==> src/brt_pkg.sv <==
package brt_pkg;

    localparam int SEC_SLOTS    = 6;
    localparam int SUB_SLOTS    = 8;
    localparam int PAYLOAD_BITS = 64;

    localparam int MAX_SLOTS = (SEC_SLOTS > SUB_SLOTS) ? SEC_SLOTS : SUB_SLOTS;
    localparam int IDX_W     = (MAX_SLOTS > 1) ? $clog2(MAX_SLOTS) : 1;
    localparam int SEC_W     = (SEC_SLOTS > 1) ? $clog2(SEC_SLOTS) : 1;
    localparam int SUB_W     = (SUB_SLOTS > 1) ? $clog2(SUB_SLOTS) : 1;

    localparam int TYPE_W  = 8;
    localparam int ADDR_W  = 48;
    localparam int KEY_W   = TYPE_W + ADDR_W;
    localparam int HDL_W   = 16;
    localparam int IDXQ_W  = 4;
    localparam int PAY_W   = 64;

    localparam logic [1:0] KIND_READ   = 2'd0;
    localparam logic [1:0] KIND_WRITE  = 2'd1;
    localparam logic [1:0] KIND_DELETE = 2'd2;

    localparam logic [1:0] OBJ_OUR_SEC  = 2'd0;
    localparam logic [1:0] OBJ_PEER_SEC = 2'd1;
    localparam logic [1:0] OBJ_SUB      = 2'd2;
    localparam logic [1:0] OBJ_UNSUP    = 2'd3;

    localparam logic [1:0] ST_OK       = 2'd0;
    localparam logic [1:0] ST_NOTFOUND = 2'd1;
    localparam logic [1:0] ST_NOTSUP   = 2'd2;
    localparam logic [1:0] ST_FULL     = 2'd3;

    typedef enum logic [1:0] {
        S_IDLE,
        S_SCAN,
        S_FILL,
        S_OUT
    } t_state;

    typedef struct packed {
        logic             valid;
        logic [KEY_W-1:0] key;
        logic [HDL_W-1:0] handle;
    } t_entry;

    typedef struct packed {
        logic rd;
        logic wr;
        logic del;
    } t_hits;

endpackage

==> src/brt_if.sv <==
interface brt_req_if;
    import brt_pkg::*;
    logic              valid;
    logic              ready;
    logic [1:0]        kind;
    logic [1:0]        obj_kind;
    logic [TYPE_W-1:0] peer_type;
    logic [ADDR_W-1:0] dev_addr;
    logic [HDL_W-1:0]  attr_handle;
    logic [IDXQ_W-1:0] match_index;
    logic [PAY_W-1:0]  payload;

    modport source (output valid, kind, obj_kind, peer_type, dev_addr, attr_handle,
                    match_index, payload, input ready);
    modport sink   (input valid, kind, obj_kind, peer_type, dev_addr, attr_handle,
                    match_index, payload, output ready);
endinterface

interface brt_rsp_if;
    import brt_pkg::*;
    logic              valid;
    logic              ready;
    logic [1:0]        status;
    logic [TYPE_W-1:0] found_type;
    logic [ADDR_W-1:0] found_addr;
    logic [HDL_W-1:0]  found_handle;
    logic [PAY_W-1:0]  found_payload;
    logic              changed;

    modport source (output valid, status, found_type, found_addr, found_handle,
                    found_payload, changed, input ready);
    modport sink   (input valid, status, found_type, found_addr, found_handle,
                    found_payload, changed, output ready);
endinterface

==> src/bond_record_table_top.sv <==
// Bond record table: a security table of SEC_SLOTS entries and a subscription table of
// SUB_SLOTS entries, each with valid bits, serving read, write and delete requests one
// at a time. Once a request is taken, a single key/handle compare unit walks the
// selected table one slot per cycle. A read stops at its match, a write stops at an
// exact hit or goes on to a fill state that writes the lowest free slot (full if
// none), a delete always walks the whole table. An unsupported request skips the scan
// and goes straight from the idle state to the response state.
// The request side is not ready until the response transaction has completed.
module bond_record_table_top
    import brt_pkg::*;
(
    input  logic      i_clk,
    input  logic      i_rst_n,
    brt_req_if.sink   i_req,
    brt_rsp_if.source o_rsp
);

    t_state r_state, n_state;

    // request capture
    logic [1:0]              r_kind;
    logic                    r_sub;
    logic                    r_any;
    logic [KEY_W-1:0]        r_key;
    logic [HDL_W-1:0]        r_handle;
    logic [IDXQ_W-1:0]       r_want;
    logic [PAYLOAD_BITS-1:0] r_pay;

    // scan state
    logic [IDX_W-1:0]  r_idx, n_idx;
    logic [IDXQ_W-1:0] r_cnt, n_cnt;
    logic [IDX_W-1:0]  r_free, n_free;
    logic              r_free_ok, n_free_ok;
    logic              r_hit, n_hit;

    // response
    logic [1:0]        r_status, n_status;
    logic [TYPE_W-1:0] r_ftype, n_ftype;
    logic [ADDR_W-1:0] r_faddr, n_faddr;
    logic [HDL_W-1:0]  r_fhdl, n_fhdl;
    logic [PAY_W-1:0]  r_fpay, n_fpay;
    logic              r_changed, n_changed;

    // tables
    logic [SEC_SLOTS-1:0]    r_sec_valid;
    logic [KEY_W-1:0]        r_sec_key  [SEC_SLOTS];
    logic [PAYLOAD_BITS-1:0] r_sec_data [SEC_SLOTS];
    logic [SUB_SLOTS-1:0]    r_sub_valid;
    logic [KEY_W-1:0]        r_sub_key  [SUB_SLOTS];
    logic [HDL_W-1:0]        r_sub_hdl  [SUB_SLOTS];
    logic [PAYLOAD_BITS-1:0] r_sub_data [SUB_SLOTS];

    logic             wr_data_en;
    logic             wr_key_en;
    logic             clr_en;
    logic [IDX_W-1:0] wr_slot;

    logic                    accept;
    logic                    req_bad;
    logic [SEC_W-1:0]        sec_idx;
    logic [SUB_W-1:0]        sub_idx;
    logic [IDX_W-1:0]        last_idx;
    logic                    is_last;
    t_entry                  ent;
    logic [PAYLOAD_BITS-1:0] ent_data;
    t_hits                   hits;

    assign accept  = i_req.valid && i_req.ready;
    assign req_bad = (i_req.obj_kind == OBJ_UNSUP) ||
                     !((i_req.kind == KIND_READ) || (i_req.kind == KIND_WRITE) ||
                       (i_req.kind == KIND_DELETE));

    assign sec_idx  = r_idx[SEC_W-1:0];
    assign sub_idx  = r_idx[SUB_W-1:0];
    assign last_idx = r_sub ? IDX_W'(SUB_SLOTS - 1) : IDX_W'(SEC_SLOTS - 1);
    assign is_last  = (r_idx == last_idx);

    always_comb begin
        if (r_sub) begin
            ent.valid  = r_sub_valid[sub_idx];
            ent.key    = r_sub_key[sub_idx];
            ent.handle = r_sub_hdl[sub_idx];
            ent_data   = r_sub_data[sub_idx];
        end else begin
            ent.valid  = r_sec_valid[sec_idx];
            ent.key    = r_sec_key[sec_idx];
            ent.handle = '0;
            ent_data   = r_sec_data[sec_idx];
        end
    end

    brt_match u_match (
        .i_ent    (ent),
        .i_key    (r_key),
        .i_handle (r_handle),
        .i_sub    (r_sub),
        .i_any    (r_any),
        .o_hits   (hits)
    );

    always_ff @(posedge i_clk) begin
        if (!i_rst_n) begin
            r_state <= S_IDLE;
        end else begin
            r_state <= n_state;
        end
    end

    always_comb begin
        n_state    = r_state;
        n_idx      = r_idx;
        n_cnt      = r_cnt;
        n_free     = r_free;
        n_free_ok  = r_free_ok;
        n_hit      = r_hit;
        n_status   = r_status;
        n_ftype    = r_ftype;
        n_faddr    = r_faddr;
        n_fhdl     = r_fhdl;
        n_fpay     = r_fpay;
        n_changed  = r_changed;
        wr_data_en = 1'b0;
        wr_key_en  = 1'b0;
        clr_en     = 1'b0;
        wr_slot    = r_idx;

        unique case (r_state)
            S_IDLE: begin
                if (i_req.valid) begin
                    n_idx     = '0;
                    n_cnt     = '0;
                    n_free_ok = 1'b0;
                    n_hit     = 1'b0;
                    n_ftype   = '0;
                    n_faddr   = '0;
                    n_fhdl    = '0;
                    n_fpay    = '0;
                    n_changed = 1'b0;
                    if (req_bad) begin
                        n_status = ST_NOTSUP;
                        n_state  = S_OUT;
                    end else begin
                        n_state = S_SCAN;
                    end
                end
            end
            S_SCAN: begin
                n_idx = r_idx + 1'b1;
                case (r_kind)
                    KIND_READ: begin
                        if (hits.rd && (r_cnt == r_want)) begin
                            n_status = ST_OK;
                            n_ftype  = ent.key[KEY_W-1:ADDR_W];
                            n_faddr  = ent.key[ADDR_W-1:0];
                            n_fhdl   = r_sub ? ent.handle : '0;
                            n_fpay   = PAY_W'(ent_data);
                            n_state  = S_OUT;
                        end else begin
                            if (hits.rd) begin
                                n_cnt = r_cnt + 1'b1;
                            end
                            if (is_last) begin
                                n_status = ST_NOTFOUND;
                                n_state  = S_OUT;
                            end
                        end
                    end
                    KIND_WRITE: begin
                        if (hits.wr) begin
                            wr_data_en = 1'b1;
                            n_status   = ST_OK;
                            n_changed  = 1'b1;
                            n_state    = S_OUT;
                        end else begin
                            if (!ent.valid && !r_free_ok) begin
                                n_free    = r_idx;
                                n_free_ok = 1'b1;
                            end
                            if (is_last) begin
                                if (n_free_ok) begin
                                    n_state = S_FILL;
                                end else begin
                                    n_status = ST_FULL;
                                    n_state  = S_OUT;
                                end
                            end
                        end
                    end
                    KIND_DELETE: begin
                        if (hits.del) begin
                            clr_en = 1'b1;
                            n_hit  = 1'b1;
                        end
                        if (is_last) begin
                            n_status  = n_hit ? ST_OK : ST_NOTFOUND;
                            n_changed = n_hit;
                            n_state   = S_OUT;
                        end
                    end
                    default: begin
                        n_status = ST_NOTSUP;
                        n_state  = S_OUT;
                    end
                endcase
            end
            S_FILL: begin
                wr_slot    = r_free;
                wr_key_en  = 1'b1;
                wr_data_en = 1'b1;
                n_status   = ST_OK;
                n_changed  = 1'b1;
                n_state    = S_OUT;
            end
            S_OUT: begin
                if (o_rsp.ready) begin
                    n_state = S_IDLE;
                end
            end
            default: begin
                n_state = S_IDLE;
            end
        endcase
    end

    always_ff @(posedge i_clk) begin
        if (accept) begin
            r_kind   <= i_req.kind;
            r_sub    <= (i_req.obj_kind == OBJ_SUB);
            r_key    <= {i_req.peer_type, i_req.dev_addr};
            r_any    <= ({i_req.peer_type, i_req.dev_addr} == '0);
            r_handle <= i_req.attr_handle;
            r_want   <= i_req.match_index;
            r_pay    <= i_req.payload[PAYLOAD_BITS-1:0];
        end
        r_idx     <= n_idx;
        r_cnt     <= n_cnt;
        r_free    <= n_free;
        r_free_ok <= n_free_ok;
        r_hit     <= n_hit;
        r_status  <= n_status;
        r_ftype   <= n_ftype;
        r_faddr   <= n_faddr;
        r_fhdl    <= n_fhdl;
        r_fpay    <= n_fpay;
        r_changed <= n_changed;
    end

    always_ff @(posedge i_clk) begin
        if (!i_rst_n) begin
            r_sec_valid <= '0;
            r_sub_valid <= '0;
        end else begin
            if (r_sub) begin
                if (wr_key_en) begin
                    r_sub_valid[wr_slot[SUB_W-1:0]] <= 1'b1;
                end
                if (clr_en) begin
                    r_sub_valid[sub_idx] <= 1'b0;
                end
            end else begin
                if (wr_key_en) begin
                    r_sec_valid[wr_slot[SEC_W-1:0]] <= 1'b1;
                end
                if (clr_en) begin
                    r_sec_valid[sec_idx] <= 1'b0;
                end
            end
        end
    end

    always_ff @(posedge i_clk) begin
        if (r_sub) begin
            if (wr_key_en) begin
                r_sub_key[wr_slot[SUB_W-1:0]] <= r_key;
                r_sub_hdl[wr_slot[SUB_W-1:0]] <= r_handle;
            end
            if (wr_data_en) begin
                r_sub_data[wr_slot[SUB_W-1:0]] <= r_pay;
            end
        end else begin
            if (wr_key_en) begin
                r_sec_key[wr_slot[SEC_W-1:0]] <= r_key;
            end
            if (wr_data_en) begin
                r_sec_data[wr_slot[SEC_W-1:0]] <= r_pay;
            end
        end
    end

    assign i_req.ready         = (r_state == S_IDLE);
    assign o_rsp.valid         = (r_state == S_OUT);
    assign o_rsp.status        = r_status;
    assign o_rsp.found_type    = r_ftype;
    assign o_rsp.found_addr    = r_faddr;
    assign o_rsp.found_handle  = r_fhdl;
    assign o_rsp.found_payload = r_fpay;
    assign o_rsp.changed       = r_changed;

endmodule

==> src/brt_match.sv <==
module brt_match
    import brt_pkg::*;
(
    input  t_entry           i_ent,
    input  logic [KEY_W-1:0] i_key,
    input  logic [HDL_W-1:0] i_handle,
    input  logic             i_sub,
    input  logic             i_any,
    output t_hits            o_hits
);

    logic key_eq;
    logic hdl_eq;
    logic hdl_any;

    assign key_eq  = (i_ent.key == i_key);
    assign hdl_eq  = (i_ent.handle == i_handle);
    assign hdl_any = (i_handle == '0);

    // reads honor wildcard key and handle; writes exact, deletes match key only
    assign o_hits.rd  = i_ent.valid && (i_any || key_eq) && (!i_sub || hdl_any || hdl_eq);
    assign o_hits.wr  = i_ent.valid && key_eq && (!i_sub || hdl_eq);
    assign o_hits.del = i_ent.valid && key_eq;

endmodule

==> src/flat_wrapper.sv <==
// flat-port wrapper written by rule: the top's interface ports become plain ports
module bond_record_table_top_flat import brt_pkg::*;
  (i_clk, i_rst_n, i_req_valid, i_req_kind, i_req_obj_kind, i_req_peer_type, i_req_dev_addr, i_req_attr_handle, i_req_match_index, i_req_payload, i_req_ready, o_rsp_valid, o_rsp_status, o_rsp_found_type, o_rsp_found_addr, o_rsp_found_handle, o_rsp_found_payload, o_rsp_changed, o_rsp_ready);
  brt_req_if i_req_i ();
  brt_rsp_if o_rsp_i ();
  input  logic i_clk;
  input  logic i_rst_n;
  input wire logic [$bits(i_req_i.valid)-1:0] i_req_valid;
  input wire logic [$bits(i_req_i.kind)-1:0] i_req_kind;
  input wire logic [$bits(i_req_i.obj_kind)-1:0] i_req_obj_kind;
  input wire logic [$bits(i_req_i.peer_type)-1:0] i_req_peer_type;
  input wire logic [$bits(i_req_i.dev_addr)-1:0] i_req_dev_addr;
  input wire logic [$bits(i_req_i.attr_handle)-1:0] i_req_attr_handle;
  input wire logic [$bits(i_req_i.match_index)-1:0] i_req_match_index;
  input wire logic [$bits(i_req_i.payload)-1:0] i_req_payload;
  output wire logic [$bits(i_req_i.ready)-1:0] i_req_ready;
  output wire logic [$bits(o_rsp_i.valid)-1:0] o_rsp_valid;
  output wire logic [$bits(o_rsp_i.status)-1:0] o_rsp_status;
  output wire logic [$bits(o_rsp_i.found_type)-1:0] o_rsp_found_type;
  output wire logic [$bits(o_rsp_i.found_addr)-1:0] o_rsp_found_addr;
  output wire logic [$bits(o_rsp_i.found_handle)-1:0] o_rsp_found_handle;
  output wire logic [$bits(o_rsp_i.found_payload)-1:0] o_rsp_found_payload;
  output wire logic [$bits(o_rsp_i.changed)-1:0] o_rsp_changed;
  input wire logic [$bits(o_rsp_i.ready)-1:0] o_rsp_ready;
  assign i_req_i.valid = i_req_valid;
  assign i_req_i.kind = i_req_kind;
  assign i_req_i.obj_kind = i_req_obj_kind;
  assign i_req_i.peer_type = i_req_peer_type;
  assign i_req_i.dev_addr = i_req_dev_addr;
  assign i_req_i.attr_handle = i_req_attr_handle;
  assign i_req_i.match_index = i_req_match_index;
  assign i_req_i.payload = i_req_payload;
  assign i_req_ready = i_req_i.ready;
  assign o_rsp_valid = o_rsp_i.valid;
  assign o_rsp_status = o_rsp_i.status;
  assign o_rsp_found_type = o_rsp_i.found_type;
  assign o_rsp_found_addr = o_rsp_i.found_addr;
  assign o_rsp_found_handle = o_rsp_i.found_handle;
  assign o_rsp_found_payload = o_rsp_i.found_payload;
  assign o_rsp_changed = o_rsp_i.changed;
  assign o_rsp_i.ready = o_rsp_ready;
  bond_record_table_top u_core (.i_clk(i_clk), .i_rst_n(i_rst_n), .i_req(i_req_i), .o_rsp(o_rsp_i));
endmodule
==> config.mk <==
export PLATFORM = sky130hd
export DESIGN_NAME = bond_record_table_top_flat
export DESIGN_NICKNAME = d
export VERILOG_FILES = /design/src/brt_pkg.sv /design/src/brt_if.sv /design/src/bond_record_table_top.sv /design/src/brt_match.sv /design/src/flat_wrapper.sv
export SDC_FILE = /design/constraint.sdc
export NUM_CORES = 2
export LEC_CHECK = 0
export BUFFER_PORTS_ARGS = -buffer_cell sky130_fd_sc_hd__buf_2
export CAP_MARGIN = 25
export CORE_MARGIN = 10
export CORE_UTILIZATION = 30
export DETAILED_ROUTE_END_ITERATION = 8
export REMOVE_ABC_BUFFERS = 1
export SKIP_CTS_REPAIR_TIMING = 1
export SYNTH_ARGS = -nofsm -noshare
export SYNTH_HDL_FRONTEND = slang
export SYNTH_HIERARCHICAL = 1
export SYNTH_SLANG_ARGS = --single-unit
==> constraint.sdc <==
create_clock -name i_clk -period 26.9 [get_ports i_clk]
set_clock_uncertainty 0.15 [all_clocks]
set_input_delay 1.345 -clock i_clk [delete_from_list [all_inputs] [get_ports i_clk]]
set_output_delay 1.345 -clock i_clk [all_outputs]
set_load 0.02 [all_outputs]
==> flow_summary_export.csv <==
group,metric,value,unit
outcome,status,"finished clean",
floorplan,start_util,0.301,
clock_tree,insertion_delay,840,ps
worst_hold_path,hold-path-endpoint,"u_core/r_sub_valid[1]",
sta,rsz0062_at_grt,"no",
worst_hold_path,whs_path_depth,1,
sta,hold_slack,389,ps
worst_setup_path,start_kind,"flip-flop",
place,numPortBuffers,288,
clock_tree,numCtsBuffers,195,
global_routing,antenna_found_initial,22,
worst_setup_path,required,27200,ps
floorplan,dieArea,290000,µm²
sta,fin_tns_setup,0,ps
yosys,netlist-cell-type-count,54,
worst_setup_path,criticalPathCategory,"reg -> reg",
worst_setup_path,cp_slowest_cell,"nor4_1",
clock_tree,cts_buffer_depth,3,
floorplan,io_pins,289,
sta,fmax,100,MHz
worst_setup_path,cp_max_fo,46,
worst_setup_path,path_cells,"buf_4, buf_4, buf_4, buf_4, mux4_2, mux4_2, xor2_1, nor4_1, nand4_1, nor4_2, buf_4, buf_4, and3_1, and3_1, o21ai_0, or3_1, nor2_4, buf_4",
yosys,yosysSeqAreaShare,0.788,
worst_setup_path,arrival,10290,ps
yosys,syn_area_per_cell,22.4,µm²
routing,detail-route-antenna-nets,0,
power_and_ir_drop,power.leakage,28.8,nW
worst_hold_path,min_from,"u_core/r_sub_valid[1]",
floorplan,core,268000,µm²
sta,slew_headroom,0.293,
yosys,ys_warn_count,6,
routing,wl_per_cell,25.4,µm
worst_setup_path,r2r-end,"u_core/r_sec_data[2][52]",
worst_setup_path,r2r_slack,16910,ps
layout,final_cell_mix,"edfxtp_1 (2103), mux4_2 (449), buf_2 (288)",
sta,period_needed,9990,ps
sta,setup_viol,0,
yosys,synth_edf_count,2103,
power_and_ir_drop,vdd_drop_max,60.0,µV
global_routing,grt_max_degree,143,
routing,vias,37300,
global_routing,grt_pass1_vias,38800,
global_routing,grtUsageTotal,0.130,
flow_run,cap_violations,0,
floorplan,die_w,538,µm
layout,fin_util,0.348,
floorplan,num_rows,190,
clock_tree,root_buffer,"clkbuf_16",
clock_tree,cts_tree,"built",
yosys,synth_ff_type,"edfxtp_1",
layout,final_common_cell,"edfxtp_1",
routing,drtPass1Iterations,5,
worst_setup_path,critPathMaxStageDelay,820,ps
yosys,synthCells,3594,
sta,hold_viol,0,
yosys,async_flop_share,0,
floorplan,die_h,538,µm
sta,worst_pin_slew,1060,ps
clock_tree,clk_pin_slew,70,ps
global_routing,grt-ovfl-total,0,
layout,nNetsFinal,4145,
clock_tree,h-tree-depth,4,
worst_setup_path,cp-end-kind,"flip-flop",
place,place.detailed.hpwl,111000,µm
yosys,synth-seq-cells,2122,
clock_tree,clock_sinks,2122,
routing,post-route-drc-count,0,
yosys,synth_area,80600,µm²
power_and_ir_drop,power_density,98.4,nW/µm²
layout,final_layout_size_suffix_gt1_frac,0.290,
worst_hold_path,hp-class,"reg -> reg",
global_routing,grt_pass1_wl,281000,µm
layout,area_delta_synth_final,15.4,%
routing,drt_iter0_drc,3888,
sta,finalCritPeriodShare,0.371,
routing,vias_per_cell,4.84,
worst_setup_path,r2r_cells,18,
worst_setup_path,crit_top_cell,"buf_4",
routing,totalWireLength,196000,µm
place,routabilityCongestion,0.718,
sta,slew_viol_final,0,
-- layer usage --
metal	up-vias	share of wire	GRT usage
li1	15800	-	-
met1	20000	0.43	0.180
met2	1306	0.48	0.212
met3	233	0.067	0.0272
met4	0	0.019	0.0284
met5	-	0	0
-- per-stage QoR --
stage,instances,setup WS [ps],cell area [µm²],power (W)
after global placement,7334,16380,86400,0.00652
after CTS,7704,16760,93000,0.00929
after floorplan,3416,-2630,79600,0.00660
after detailed placement,7344,16870,86700,0.00655
after global routing,7707,16260,93000,0.00956
final,7708,16910,93100,0.00915
-- Yosys cell counts (3+ instances only) --
master / count / area share
a21oi_1: 71 / 0.0044
buf_4: 10 / 0.00093
o21a_1: 3 / 0.00028
xnor2_1: 23 / 0.0025
buf_2: 32 / 0.0020
nand2b_1: 8 / 0.00062
nand2_1: 16 / 0.00074
a211oi_1: 65 / 0.0061
buf_6: 33 / 0.0046
nand4_1: 12 / 0.00093
or2_2: 6 / 0.00047
and2_1: 76 / 0.0059
edfxtp_1: 2103 / 0.78
dfxtp_1: 19 / 0.0047
mux2i_1: 151 / 0.019
ha_1: 6 / 0.00093
xor2_1: 57 / 0.0062
clkbuf_1: 81 / 0.0038
buf_1: 22 / 0.0010
nor4_1: 33 / 0.0026
nand3_1: 6 / 0.00037
o221a_2: 14 / 0.0020
inv_1: 7 / 0.00033
mux2_2: 50 / 0.0070
nor2_1: 168 / 0.0078
o21ai_0: 5 / 0.00031
and3_1: 3 / 0.00023
mux4_2: 449 / 0.13
mux2_1: 7 / 0.00098
nor2b_1: 19 / 0.0015
or3_1: 4 / 0.00031
nor3_1: 9 / 0.00056
-- worst max-delay path: cells and delay by family, from the launching register on --
family | cells | cell delay, ps
and+or+nand+nor | 7 | 3060
DFF | 1 | 730
xor gates and xnor gates | 1 | 170
muxes | 2 | 1100
buffers and inverters | 7 | 4030
AOI/OAI and AO/OA | 1 | 150
-- state kept, by name (all words and copies together), names as in the netlist, 3 cells and up, named ones only --
register and flops:
u_core/r_sec_key 336, u_core/o_rsp.found_handle 16, u_core/r_sub_key 448, u_core/r_sec_data 384, u_core/r_want 4, u_core/r_sub_data 512, u_core/r_sec_valid 6, u_core/r_cnt 4
u_core/r_key 56, u_core/r_idx 3, u_core/r_free 3, u_core/o_rsp.found_addr 48, u_core/r_sub_valid 8, u_core/o_rsp.found_payload 64, u_core/o_rsp.found_type 8, u_core/r_pay 64
u_core/r_sub_hdl 128, u_core/r_handle 16
-- where the power goes --
part	leakage [nW]	switching [W]	total [W]	internal [W]
sequential	19.3	0.000271	0.00436	0.00409
combinational	6.44	0.00124	0.00206	0.000828
clock	3.02	0.00124	0.00273	0.00149
total	28.8	0.00274	0.00915	0.00641
-- cell type report --
type	instances	area [µm²]
antenna	2	5.00
clock buffer	253	5140
clock inverter	107	1190
fill	24900	175000
inverter	7	27.5
multi-input combinational	1287	16300
sequential	2122	63500
tap	3552	4440
timing repair buffer	378	2390
-- worst max path at each step --
stage / endpoint / depth (start not counted) / slack (ps) / start
after detailed placement: u_core/r_sec_data[2][61] / 18 / 16870 / flip-flop
final: u_core/r_sec_data[2][52] / 18 / 16910 / flip-flop
after global routing: u_core/r_sec_data[2][5] / 18 / 16260 / flip-flop
after global placement: u_core/r_sec_data[2][12] / 17 / 16380 / flip-flop
after CTS: u_core/r_sec_data[2][5] / 18 / 16760 / flip-flop
after floorplan: u_core/o_rsp.found_addr[0] / 12 / -2630 / flip-flop
-- cells by family (layout without fill, tap and decap cells) --
family	Yosys count	count (layout)	synth area share
flip-flops	2122	2122	0.788
multiplexers	657	657	0.152
AND/OR/NAND/NOR	365	365	0.0225
buffers and inverters	185	745	0.0126
AO/OA/AOI/OAI	179	179	0.0152
XOR/XNOR	80	80	0.00869
adder cells (fa/ha/maj)	6	6	0.000931
other	0	2	0
No activity file was read; power rests on OpenSTA's default activity.
